<file path="src/hdl/tdsgr_pkg.sv">
// tdsgr_pkg: shared constants, state codes and arithmetic helpers for the
// two-digit segment grid renderer
// depends on nothing
`timescale 1ns / 1ps

package tdsgr_pkg;

    // sizes
    localparam int LED_COUNT  = 64;
    localparam int LED_W      = $clog2(LED_COUNT);
    localparam int EMIT_W     = $clog2(LED_COUNT + 1);
    localparam int GRID_CELLS = 256;
    localparam int CELL_W     = $clog2(GRID_CELLS);
    localparam int COLOR_W    = 24;
    localparam int DIM_W      = 5;
    localparam int HALF_W     = DIM_W - 1;
    localparam int SEG_W      = 7;
    localparam int ROWBASE_W  = 10;
    localparam int CELLSUM_W  = ROWBASE_W + 1;
    localparam int CFG_IDX_W  = 2;

    // register indexes
    localparam logic [CFG_IDX_W-1:0] CFG_ROWS = 2'd0;
    localparam logic [CFG_IDX_W-1:0] CFG_COLS = 2'd1;

    // register reset values
    localparam logic [DIM_W-1:0] ROWS_RESET = 5'd5;
    localparam logic [DIM_W-1:0] COLS_RESET = 5'd16;

    // item modes
    localparam logic MODE_LOAD   = 1'b0;
    localparam logic MODE_RENDER = 1'b1;

    // control states, one-hot
    typedef enum logic [5:0] {
        ST_CLEAR = 6'b000001,
        ST_IDLE  = 6'b000010,
        ST_FILL  = 6'b000100,
        ST_WALK  = 6'b001000,
        ST_DRAIN = 6'b010000,
        ST_EMIT  = 6'b100000
    } state_t;

    // segment pattern of one decimal digit, bit0 top .. bit6 bottom
    function automatic logic [SEG_W-1:0] seg_mask(input logic [3:0] digit);
        logic [SEG_W-1:0] m;
        unique case (digit)
            4'd0:    m = 7'h77;
            4'd1:    m = 7'h24;
            4'd2:    m = 7'h5D;
            4'd3:    m = 7'h6D;
            4'd4:    m = 7'h2E;
            4'd5:    m = 7'h6B;
            4'd6:    m = 7'h7B;
            4'd7:    m = 7'h27;
            4'd8:    m = 7'h7F;
            4'd9:    m = 7'h6F;
            default: m = 7'h00;
        endcase
        return m;
    endfunction

    // w / 3 for w in 0..15, reciprocal multiply
    function automatic logic [2:0] div3_4b(input logic [3:0] w);
        logic [8:0] p;
        p = 9'(w) * 9'd11;
        return p[7:5];
    endfunction

    // r / 5 for r in 0..31, reciprocal multiply
    function automatic logic [2:0] div5_5b(input logic [4:0] r);
        logic [9:0] p;
        p = 10'(r) * 10'd13;
        return p[8:6];
    endfunction

    // n / 10 for n in 0..255, reciprocal multiply
    function automatic logic [4:0] div10_8b(input logic [7:0] n);
        logic [15:0] p;
        p = 16'(n) * 16'd205;
        return p[15:11];
    endfunction

endpackage

</file>
<file path="src/hdl/two_digit_segment_grid_renderer.sv">
// two_digit_segment_grid_renderer: draws a two-digit number as seven-segment
// glyphs on an LED grid and streams out the LED colors
// depends on tdsgr_pkg
`timescale 1ns / 1ps

// cfg channel (cfg_valid/cfg_ready, cfg_index, cfg_data): index 0 sets the grid
// rows, index 1 the grid columns; other indexes are dropped. cfg_ready is always
// high; write only while the block is idle.
// in channel (in_valid/in_ready): mode 0 writes one cell-to-LED map entry and
// produces no result; mode 1 renders number with the three colors. in_ready is
// high only while no item is in work.
// out channel (out_valid/out_ready): a render produces 64 items, LED 0 to 63,
// with last on LED 63.
// timing: a render fills all 64 LEDs with the background color, then walks both
// digit areas cell by cell, tens area first (a map read for each lit cell inside
// the map; an empty area reads no cells), then passes a drain state and a color
// read, then sends one LED per cycle while out_ready stays high. The walk is
// bounded by the map read port.
// reset: rst_n low clears the control state and sets rows 5 and columns 16. After
// reset a clearing pass marks all 256 map entries invalid; in_ready stays low
// during it (config writes are still taken).
// stall: a stalled out_ready holds the current LED item; the next LED is read
// from the color memory only as the current one leaves.

module two_digit_segment_grid_renderer (
    input  logic                                  clk,
    input  logic                                  rst_n,
    // configuration
    input  logic                                  cfg_valid,
    output logic                                  cfg_ready,
    input  logic [tdsgr_pkg::CFG_IDX_W-1:0]       cfg_index,
    input  logic [tdsgr_pkg::DIM_W-1:0]           cfg_data,
    // input items
    input  logic                                  in_valid,
    output logic                                  in_ready,
    input  logic                                  mode,
    input  logic [tdsgr_pkg::CELL_W-1:0]          cell_req,
    input  logic [tdsgr_pkg::LED_W-1:0]           led_index,
    input  logic                                  cell_valid,
    input  logic [7:0]                            number,
    input  logic [tdsgr_pkg::COLOR_W-1:0]         high_color,
    input  logic [tdsgr_pkg::COLOR_W-1:0]         low_color,
    input  logic [tdsgr_pkg::COLOR_W-1:0]         back_color,
    // result items
    output logic                                  out_valid,
    input  logic                                  out_ready,
    output logic [tdsgr_pkg::LED_W-1:0]           led,
    output logic [tdsgr_pkg::COLOR_W-1:0]         color,
    output logic                                  last
);

    // ------------------------------------------------------------------
    // declarations
    // ------------------------------------------------------------------
    tdsgr_pkg::state_t state_reg, state_next;

    logic [tdsgr_pkg::DIM_W-1:0]     rows_reg, rows_next;
    logic [tdsgr_pkg::DIM_W-1:0]     cols_reg, cols_next;

    logic [tdsgr_pkg::CELL_W-1:0]    clr_cnt_reg, clr_cnt_next;
    logic [tdsgr_pkg::LED_W-1:0]     fill_cnt_reg, fill_cnt_next;
    logic                            pass_reg, pass_next;
    logic [tdsgr_pkg::DIM_W-1:0]     row_reg, row_next;
    logic [tdsgr_pkg::HALF_W-1:0]    x_reg, x_next;
    logic [tdsgr_pkg::ROWBASE_W-1:0] row_base_reg, row_base_next;
    logic                            draw_pend_reg, draw_pend_next;
    logic [tdsgr_pkg::EMIT_W-1:0]    emit_cnt_reg, emit_cnt_next;
    logic                            out_valid_reg, out_valid_next;

    // item payload, no reset
    logic [tdsgr_pkg::COLOR_W-1:0]   high_reg, low_reg, back_reg;
    logic [4:0]                      quot_reg;
    logic [3:0]                      units_reg;
    logic [tdsgr_pkg::SEG_W-1:0]     seg_hi_reg, seg_lo_reg;
    logic [tdsgr_pkg::COLOR_W-1:0]   draw_color_reg;
    logic [tdsgr_pkg::LED_W-1:0]     led_reg;
    logic                            last_reg;

    // band geometry, registered during the fill
    logic [tdsgr_pkg::HALF_W-1:0]    w_reg;
    logic [2:0]                      cw_reg;
    logic [tdsgr_pkg::HALF_W-1:0]    rb_reg;
    logic [tdsgr_pkg::DIM_W-1:0]     r1_reg, r2_reg, r3_reg, r4_reg;

    // memories
    logic [tdsgr_pkg::LED_W:0]       map_mem [tdsgr_pkg::GRID_CELLS];
    logic [tdsgr_pkg::LED_W:0]       map_rd_reg;
    logic [tdsgr_pkg::COLOR_W-1:0]   pix_mem [tdsgr_pkg::LED_COUNT];
    logic [tdsgr_pkg::COLOR_W-1:0]   pix_rd_reg;

    logic                            map_we, map_re;
    logic [tdsgr_pkg::CELL_W-1:0]    map_waddr, map_raddr;
    logic [tdsgr_pkg::LED_W:0]       map_wdata;
    logic                            pix_we, pix_re;
    logic [tdsgr_pkg::LED_W-1:0]     pix_waddr, pix_raddr;
    logic [tdsgr_pkg::COLOR_W-1:0]   pix_wdata;

    logic                            in_accept, out_accept, cfg_accept;

    // geometry math
    logic [tdsgr_pkg::HALF_W-1:0]    w_calc;
    logic [2:0]                      cw_calc;
    logic [2:0]                      h_calc;
    logic [tdsgr_pkg::DIM_W-1:0]     h5_calc;
    logic [2:0]                      a_calc;
    logic [tdsgr_pkg::DIM_W-1:0]     r1_calc, r2_calc, r3_calc, r4_calc;
    logic [4:0]                      quot_calc;
    logic [7:0]                      quot_x10;
    logic [3:0]                      tens_calc;

    // walk datapath
    logic                            degenerate;
    logic [tdsgr_pkg::HALF_W-1:0]    x_off;
    logic [tdsgr_pkg::CELLSUM_W-1:0] cell_sum;
    logic                            cell_in_map;
    logic [tdsgr_pkg::SEG_W-1:0]     seg_cur;
    logic                            in_left, in_right;
    logic                            above_r1, above_r3, from_r2, from_r4;
    logic                            lit;
    logic                            x_at_end, row_at_end, pass_end;

    // emit datapath
    logic                            emit_more, rd_issue;

    // ------------------------------------------------------------------
    // handshakes
    // ------------------------------------------------------------------
    assign cfg_ready  = 1'b1;
    assign in_ready   = (state_reg == tdsgr_pkg::ST_IDLE);
    assign cfg_accept = cfg_valid && cfg_ready;
    assign in_accept  = in_valid && in_ready;
    assign out_accept = out_valid_reg && out_ready;

    assign out_valid = out_valid_reg;
    assign led       = led_reg;
    assign color     = pix_rd_reg;
    assign last      = last_reg;

    // ------------------------------------------------------------------
    // geometry: digit width cols/2, column bands w/3 with remainder in the
    // middle, row bands rows/5 with the remainder spread lower, upper, middle, bottom, not to the top
    // ------------------------------------------------------------------
    always_comb
    begin
        w_calc   = cols_reg[tdsgr_pkg::DIM_W-1:1];
        cw_calc  = tdsgr_pkg::div3_4b(w_calc);
        h_calc   = tdsgr_pkg::div5_5b(rows_reg);
        h5_calc  = {h_calc, 2'b00} + 5'(h_calc);
        a_calc   = 3'(rows_reg - h5_calc);
        r1_calc  = 5'(h_calc);
        r2_calc  = r1_calc + 5'(h_calc) + 5'(a_calc > 3'd1);
        r3_calc  = r2_calc + 5'(h_calc) + 5'(a_calc > 3'd2);
        r4_calc  = r3_calc + 5'(h_calc) + 5'(a_calc > 3'd0);
        // tens digit: quotient of number/10 is at most 25
        if (quot_reg >= 5'd20)
        begin
            tens_calc = 4'(quot_reg - 5'd20);
        end
        else if (quot_reg >= 5'd10)
        begin
            tens_calc = 4'(quot_reg - 5'd10);
        end
        else
        begin
            tens_calc = quot_reg[3:0];
        end
        quot_calc = tdsgr_pkg::div10_8b(number);
        quot_x10  = {quot_calc, 3'b000} + {2'b00, quot_calc, 1'b0};
    end

    // ------------------------------------------------------------------
    // cell walk: one grid cell per cycle, tens area first then units area
    // ------------------------------------------------------------------
    always_comb
    begin
        degenerate  = (rows_reg == '0) || (w_reg == '0);
        x_off       = pass_reg ? w_reg : '0;
        cell_sum    = tdsgr_pkg::CELLSUM_W'(row_base_reg) + tdsgr_pkg::CELLSUM_W'(x_off)
                    + tdsgr_pkg::CELLSUM_W'(x_reg);
        cell_in_map = (cell_sum < tdsgr_pkg::CELLSUM_W'(tdsgr_pkg::GRID_CELLS));
        seg_cur     = pass_reg ? seg_lo_reg : seg_hi_reg;
        in_left     = (x_reg < 4'(cw_reg));
        in_right    = (x_reg >= rb_reg);
        above_r1    = (row_reg < r1_reg);
        above_r3    = (row_reg < r3_reg);
        from_r2     = (row_reg >= r2_reg);
        from_r4     = (row_reg >= r4_reg);
        lit         = (seg_cur[0] && above_r1)
                   || (seg_cur[1] && in_left && above_r3)
                   || (seg_cur[2] && in_right && above_r3)
                   || (seg_cur[3] && from_r2 && above_r3)
                   || (seg_cur[4] && in_left && from_r2)
                   || (seg_cur[5] && in_right && from_r2)
                   || (seg_cur[6] && from_r4);
        x_at_end    = (x_reg == w_reg - 4'd1);
        row_at_end  = (row_reg == rows_reg - 5'd1);
        pass_end    = degenerate || (x_at_end && row_at_end);
    end

    // ------------------------------------------------------------------
    // emit: the color memory read register is the output data register
    // ------------------------------------------------------------------
    assign emit_more = (emit_cnt_reg < tdsgr_pkg::EMIT_W'(tdsgr_pkg::LED_COUNT));
    assign rd_issue  = (state_reg == tdsgr_pkg::ST_EMIT) && emit_more
                    && (!out_valid_reg || out_ready);

    // ------------------------------------------------------------------
    // memory port muxing
    // ------------------------------------------------------------------
    always_comb
    begin
        // map: cleared after reset, loaded by mode 0 items, read by the walk
        if (state_reg == tdsgr_pkg::ST_CLEAR)
        begin
            map_we    = 1'b1;
            map_waddr = clr_cnt_reg;
            map_wdata = '0;
        end
        else
        begin
            map_we    = in_accept && (mode == tdsgr_pkg::MODE_LOAD);
            map_waddr = cell_req;
            map_wdata = {cell_valid, led_index};
        end
        map_re    = (state_reg == tdsgr_pkg::ST_WALK) && !degenerate && lit && cell_in_map;
        map_raddr = cell_sum[tdsgr_pkg::CELL_W-1:0];

        // colors: background fill, then digit writes in the cycle after the map read
        if (state_reg == tdsgr_pkg::ST_FILL)
        begin
            pix_we    = 1'b1;
            pix_waddr = fill_cnt_reg;
            pix_wdata = back_reg;
        end
        else
        begin
            pix_we    = draw_pend_reg && map_rd_reg[tdsgr_pkg::LED_W];
            pix_waddr = map_rd_reg[tdsgr_pkg::LED_W-1:0];
            pix_wdata = draw_color_reg;
        end
        pix_re    = rd_issue;
        pix_raddr = emit_cnt_reg[tdsgr_pkg::LED_W-1:0];
    end

    always_ff @(posedge clk)
    begin
        if (map_we)
        begin
            map_mem[map_waddr] <= map_wdata;
        end
        if (map_re)
        begin
            map_rd_reg <= map_mem[map_raddr];
        end
    end

    always_ff @(posedge clk)
    begin
        if (pix_we)
        begin
            pix_mem[pix_waddr] <= pix_wdata;
        end
        if (pix_re)
        begin
            pix_rd_reg <= pix_mem[pix_raddr];
        end
    end

    // ------------------------------------------------------------------
    // sequencer
    // ------------------------------------------------------------------
    always_comb
    begin
        state_next     = state_reg;
        rows_next      = rows_reg;
        cols_next      = cols_reg;
        clr_cnt_next   = clr_cnt_reg;
        fill_cnt_next  = fill_cnt_reg;
        pass_next      = pass_reg;
        row_next       = row_reg;
        x_next         = x_reg;
        row_base_next  = row_base_reg;
        draw_pend_next = map_re;
        emit_cnt_next  = emit_cnt_reg;
        out_valid_next = out_valid_reg;

        if (cfg_accept)
        begin
            case (cfg_index)
                tdsgr_pkg::CFG_ROWS: rows_next = cfg_data;
                tdsgr_pkg::CFG_COLS: cols_next = cfg_data;
                default:             ;
            endcase
        end

        if (rd_issue)
        begin
            out_valid_next = 1'b1;
            emit_cnt_next  = emit_cnt_reg + 7'd1;
        end
        else if (out_accept)
        begin
            out_valid_next = 1'b0;
        end

        unique case (state_reg)
            tdsgr_pkg::ST_CLEAR:
            begin
                clr_cnt_next = clr_cnt_reg + 8'd1;
                if (clr_cnt_reg == tdsgr_pkg::CELL_W'(tdsgr_pkg::GRID_CELLS - 1))
                begin
                    state_next = tdsgr_pkg::ST_IDLE;
                end
            end
            tdsgr_pkg::ST_IDLE:
            begin
                if (in_accept && (mode == tdsgr_pkg::MODE_RENDER))
                begin
                    fill_cnt_next = '0;
                    state_next    = tdsgr_pkg::ST_FILL;
                end
            end
            tdsgr_pkg::ST_FILL:
            begin
                fill_cnt_next = fill_cnt_reg + 6'd1;
                if (fill_cnt_reg == tdsgr_pkg::LED_W'(tdsgr_pkg::LED_COUNT - 1))
                begin
                    pass_next     = 1'b0;
                    row_next      = '0;
                    x_next        = '0;
                    row_base_next = '0;
                    state_next    = tdsgr_pkg::ST_WALK;
                end
            end
            tdsgr_pkg::ST_WALK:
            begin
                if (pass_end)
                begin
                    row_next      = '0;
                    x_next        = '0;
                    row_base_next = '0;
                    if (pass_reg)
                    begin
                        state_next = tdsgr_pkg::ST_DRAIN;
                    end
                    else
                    begin
                        pass_next = 1'b1;
                    end
                end
                else if (x_at_end)
                begin
                    x_next        = '0;
                    row_next      = row_reg + 5'd1;
                    row_base_next = row_base_reg + tdsgr_pkg::ROWBASE_W'(cols_reg);
                end
                else
                begin
                    x_next = x_reg + 4'd1;
                end
            end
            tdsgr_pkg::ST_DRAIN:
            begin
                // last digit write lands this cycle
                emit_cnt_next = '0;
                state_next    = tdsgr_pkg::ST_EMIT;
            end
            tdsgr_pkg::ST_EMIT:
            begin
                if (!emit_more && (!out_valid_reg || out_ready))
                begin
                    state_next = tdsgr_pkg::ST_IDLE;
                end
            end
            default:
            begin
                state_next = tdsgr_pkg::ST_CLEAR;
            end
        endcase
    end

    always_ff @(posedge clk or negedge rst_n)
    begin
        if (!rst_n)
        begin
            state_reg     <= tdsgr_pkg::ST_CLEAR;
            rows_reg      <= tdsgr_pkg::ROWS_RESET;
            cols_reg      <= tdsgr_pkg::COLS_RESET;
            clr_cnt_reg   <= '0;
            fill_cnt_reg  <= '0;
            pass_reg      <= 1'b0;
            row_reg       <= '0;
            x_reg         <= '0;
            row_base_reg  <= '0;
            draw_pend_reg <= 1'b0;
            emit_cnt_reg  <= '0;
            out_valid_reg <= 1'b0;
        end
        else
        begin
            state_reg     <= state_next;
            rows_reg      <= rows_next;
            cols_reg      <= cols_next;
            clr_cnt_reg   <= clr_cnt_next;
            fill_cnt_reg  <= fill_cnt_next;
            pass_reg      <= pass_next;
            row_reg       <= row_next;
            x_reg         <= x_next;
            row_base_reg  <= row_base_next;
            draw_pend_reg <= draw_pend_next;
            emit_cnt_reg  <= emit_cnt_next;
            out_valid_reg <= out_valid_next;
        end
    end

    // payload registers
    always_ff @(posedge clk)
    begin
        if (in_accept)
        begin
            high_reg  <= high_color;
            low_reg   <= low_color;
            back_reg  <= back_color;
            quot_reg  <= quot_calc;
            units_reg <= 4'(number - quot_x10);
        end
        if (state_reg == tdsgr_pkg::ST_FILL)
        begin
            seg_hi_reg <= tdsgr_pkg::seg_mask(tens_calc);
            seg_lo_reg <= tdsgr_pkg::seg_mask(units_reg);
            w_reg      <= w_calc;
            cw_reg     <= cw_calc;
            rb_reg     <= w_calc - 4'(cw_calc);
            r1_reg     <= r1_calc;
            r2_reg     <= r2_calc;
            r3_reg     <= r3_calc;
            r4_reg     <= r4_calc;
        end
        draw_color_reg <= pass_reg ? low_reg : high_reg;
        if (rd_issue)
        begin
            led_reg  <= emit_cnt_reg[tdsgr_pkg::LED_W-1:0];
            last_reg <= (emit_cnt_reg == tdsgr_pkg::EMIT_W'(tdsgr_pkg::LED_COUNT - 1));
        end
    end

    // ------------------------------------------------------------------
    // assertions
    // ------------------------------------------------------------------
    a_out_only_emit: assert property (@(posedge clk) disable iff (!rst_n)
        out_valid_reg |-> (state_reg == tdsgr_pkg::ST_EMIT))
        else $error("result item shown outside the emit phase");

    a_last_is_final_led: assert property (@(posedge clk) disable iff (!rst_n)
        (out_valid_reg && last_reg) |->
        (led_reg == tdsgr_pkg::LED_W'(tdsgr_pkg::LED_COUNT - 1)))
        else $error("last marker on an LED other than the final one");

    a_idle_after_last: assert property (@(posedge clk) disable iff (!rst_n)
        (out_valid_reg && out_ready && last_reg) |=> (state_reg == tdsgr_pkg::ST_IDLE))
        else $error("render did not finish after its last item");

    a_render_starts_fill: assert property (@(posedge clk) disable iff (!rst_n)
        (in_accept && (mode == tdsgr_pkg::MODE_RENDER)) |=>
        (state_reg == tdsgr_pkg::ST_FILL && fill_cnt_reg == '0))
        else $error("render item did not start the background fill");

    a_no_pix_rw_overlap: assert property (@(posedge clk) disable iff (!rst_n)
        !(pix_we && pix_re))
        else $error("color memory written while emitting");

    a_drain_empty: assert property (@(posedge clk) disable iff (!rst_n)
        (state_reg == tdsgr_pkg::ST_EMIT) |-> !draw_pend_reg)
        else $error("digit write still pending during emit");

endmodule

</file>
<file path="config.mk">
export PLATFORM = sky130hd
export DESIGN_NAME = two_digit_segment_grid_renderer
export DESIGN_NICKNAME = d
export VERILOG_FILES = /design/src/hdl/tdsgr_pkg.sv /design/src/hdl/two_digit_segment_grid_renderer.sv
export SDC_FILE = /design/constraint.sdc
export NUM_CORES = 2
export LEC_CHECK = 0
export BUFFER_PORTS_ARGS = -buffer_cell sky130_fd_sc_hd__buf_2
export CAP_MARGIN = 20
export CELL_PAD_IN_SITES_DETAIL_PLACEMENT = 1
export CELL_PAD_IN_SITES_GLOBAL_PLACEMENT = 1
export CORE_MARGIN = 4
export CORE_UTILIZATION = 56
export DETAILED_ROUTE_END_ITERATION = 6
export PLACE_DENSITY = 0.84
export REMOVE_ABC_BUFFERS = 1
export SLEW_MARGIN = 15
export SYNTH_ARGS = -nofsm -noshare
export SYNTH_HDL_FRONTEND = slang
export SYNTH_SLANG_ARGS = --single-unit
</file>
<file path="constraint.sdc">
create_clock -name clk -period 6.9 [get_ports clk]
set_clock_uncertainty 0.15 [all_clocks]
set_input_delay 1.035 -clock clk [delete_from_list [all_inputs] [get_ports clk]]
set_output_delay 1.035 -clock clk [all_outputs]
set_load 0.01 [all_outputs]
</file>
==> results.yml <==
outcome:
  outcome: "completed"
logic_synthesis:
  synth_edf_count: 3486
  async_reset_ff_share_pct: 1.65
  yosys.area.top_type: "edfxtp_1"
  synthFlopType: "edfxtp_1"
  avgSynthCellArea_um2: 21.4
  synth_cells: 6587
  yosysSeqAreaShare_pct: 75.6
  synth.distinct_cells: 82
  synth-seq-cells: 3569
  netlist_area_mm2: 0.141
  synthMostInstantiatedCell: "edfxtp_1"
  ys_top_cells_by_area: "edfxtp_1 74%, mux4_2 16%, ha_1 1.2%"
  ys_warn_count: 0
  synth_commonest_cells: "3486 x edfxtp_1, 1002 x mux4_2, 385 x nor2_1"
  synth_top_area_share_pct: 74.2
layout:
  largest_reg_flops: 1792
  drive_gt1_share_pct: 27.9
  area_delta_synth_final_pct: 12.3
  largestRegisters: "map_mem: 1792 flops, pix_mem: 1536 flops"
  n_fill_cell: 20000
  final_cells: 10600
  postLayoutCoreUtil_pct: 63.1
  largest_register: "map_mem"
  layout.nets: 7214
placed_design:
  numPortBuffers: 140
  dpl.cell_count: 9919
  dp_slack_ns: 0.431
  gp_congestion: 0.857
  dp_hpwl_mm: 226
floorplan:
  die-area_mm2: 0.260
  std_cell_rows: 184
  ios: 142
  core_mm2: 0.251
  die_h_um: 510
  chipWidth_um: 510
  start_util_pct: 56.2
global_routing:
  track_usage_pct: 32.6
  grt_antenna_before_repair: 22
  grt_pass1_vias: 78200
  overflow: 0
  grt_pass1_wl_mm: 598
  grt_max_degree: 221
cts:
  cts_buffers: 365
  h-tree-depth: 5
  cts_sinks: 3569
  cts_resized: 0
  clockRootBuffer: "clkbuf_16"
  max-clock-path-buffers: 4
  clk_pin_slew_ns: 0.07
  tritoncts: "yes"
  post-cts-setup-buffers: 0
  cts_hold_buf: 0
  insertion_delay_ns: 0.97
sta:
  fin_crit_ns: 6.54
  slew_headroom_pct: 15.7
  setup_violations: 0
  max_freq_ghz: 0.153
  setup_ws_ns: 0.363
  fin_crit_sh_pct: 94.7
  hold_violations: 0
  tightest_slew_ns: 1.27
  finalMaxSlewViolations: 0
critical_path:
  critPathMaxFanout: 9
  max_stage_delay_ns: 0.67
  start_kind: "flip-flop"
  reg2reg_from: "rows_reg[2]$_DFFE_PN1P_"
  endpoint_kind: "flip-flop"
  cp_slowest_cell: "dfstp_2"
  path_cells: "inv_1 -> ha_1 -> fa_1 -> ha_1 -> nand4_1 -> a211oi_4 -> xor2_2 -> buf_4 -> inv_1 -> fa_1 -> xor2_2 -> xnor2_1 -> xnor2_1 -> nand2_1 -> ha_1 -> inv_1 -> fa_1 -> fa_1 -> inv_1 -> a21oi_1 -> nor2b_1 -> mux2i_1 -> xnor2_1"
  critPathLaunch: "rows_reg[2]$_DFFE_PN1P_"
  critPathArrivalTime_ns: 7.11
  crit_required_ns: 7.47
  crit_type: "reg2reg"
pwr:
  clockPowerShare_pct: 44.2
  switching_share_pct: 21.2
  seqPwrFrac_pct: 52.3
  power.switching_uw: 9550
  ir_drop_v: 0.000299
  p_leak_uw: 0.0502
  p_comb_share_pct: 3.5
  power_per_cell_area_mw_per_mm2: 284
  p_int_uw: 35500
  total_power_uw: 45100
worst_hold_path:
  worstHoldStart: "low_color[5]"
  holdCritPathClass: "in2reg"
run:
  drv_cap: 0
detailed_routing:
  post_drt_wl_per_cell_um: 40.3
  routed_via_density: 7.03
  drc: 0
  via_count: 74400
  first_pass_iters: 6
  ant_nets: 0
  totalWireLength_mm: 427
  drtIter0Drc: 11700
## path summary, 6_finish.rpt
| check | endpoint | slack, ns | cells after the start |
|---|---|---|---|
| min in group asynchronous | emit_cnt_reg[2]$_DFFE_PN0P_ | 0.14 | 2 |
| max reg2reg | r4_reg[4]$_DFFE_PP_ | 0.36 | 23 |
| max | r4_reg[4]$_DFFE_PP_ | 0.36 | 23 |
| max in group asynchronous | emit_cnt_reg[3]$_DFFE_PN0P_ | 5.75 | 2 |
| min reg2reg | draw_color_reg[20]$_DFF_P_ | 0.35 | 1 |
| min | low_reg[5]$_DFFE_PP_ | 0.09 | 1 |
## metrics by stage
step	hold WS, ns	setup TNS [ns]	cell area (um^2)
4_1_cts	0.0416	0	158000
5_1_grt	0.0518	-0.0315	158000
6_report	0.0870	0	159000
2_1_floorplan	0.298	-423.21	140000
3_5_place_dp	0.313	0	147000
3_3_place_gp	0.304	0	147000
## logic make-up after synthesis
kind of cell               after synthesis  synth area share [%]
DFF                                   3569                  75.6
muxes                                 1098                  16.7
and+or+nand+nor                        980                  2.98
buffers and inverters                  437                  1.39
AOI/OAI and AO/OA                      276                  1.42
adders and majority gates              156                  1.50
xor gates and xnor gates                70                 0.450
other                                    1               0.00266
## cells in the final DEF, fill, tap and decap left out, drive strengths merged, types with 55 or more instances in the layout
cell type,instances
nor2,385
ha,134
clkbuf,437
mux4,1002
nand3,85
edfxtp,3486
nand2,376
dfrtp,55
clkinv,144
mux2i,65
buf,330
inv,108
## cell type report
| cell class | instances | area, um^2 | area share (%) |
|---|---|---|---|
| flip-flops and latches | 3569 | 107000 | 67.3 |
| multi-input cells | 2581 | 33000 | 20.8 |
| clock buffers | 437 | 9580 | 6.04 |
| well taps | 3348 | 4190 | 2.64 |
| repair buffers | 330 | 2680 | 1.69 |
| clock inverters | 197 | 1970 | 1.24 |
| inverters | 103 | 389 | 0.245 |
| diodes | 14 | 35.0 | 0.0221 |
## layer usage
| layer | global-route usage [%] | vias to the layer above | part of all wire (%) |
|---|---|---|---|
| met5 | 0 | - | 0.0075 |
| met4 | 18.7 | 4 | 6.8 |
| met3 | 6.14 | 1401 | 10 |
| met2 | 53.6 | 6101 | 50 |
| met1 | 41.2 | 39000 | 33 |
| li1 | - | 27900 | - |
## critical path: cells and delay by family (launching register included)
family / cells / cell delay (ns)
buffers and inverters: 5 / 0.59
and+or+nand+nor: 3 / 0.40
DFF: 1 / 0.67
muxes: 1 / 0.09
xor gates and xnor gates: 5 / 1.05
adders and majority gates: 7 / 2.86
AOI/OAI and AO/OA: 2 / 0.47
## power groups by stage
stage | Sequential, uW | Clock (uW) | Combinational, uW
global route | 23600 | 20900 | 1750
finish | 23600 | 19900 | 1570
floorplan | 24000 | 0 | 1080
detailed placement | 24100 | 0 | 1450
global placement | 24100 | 0 | 1360
CTS | 23600 | 19900 | 1540
(Power assumes the default switching activity.)
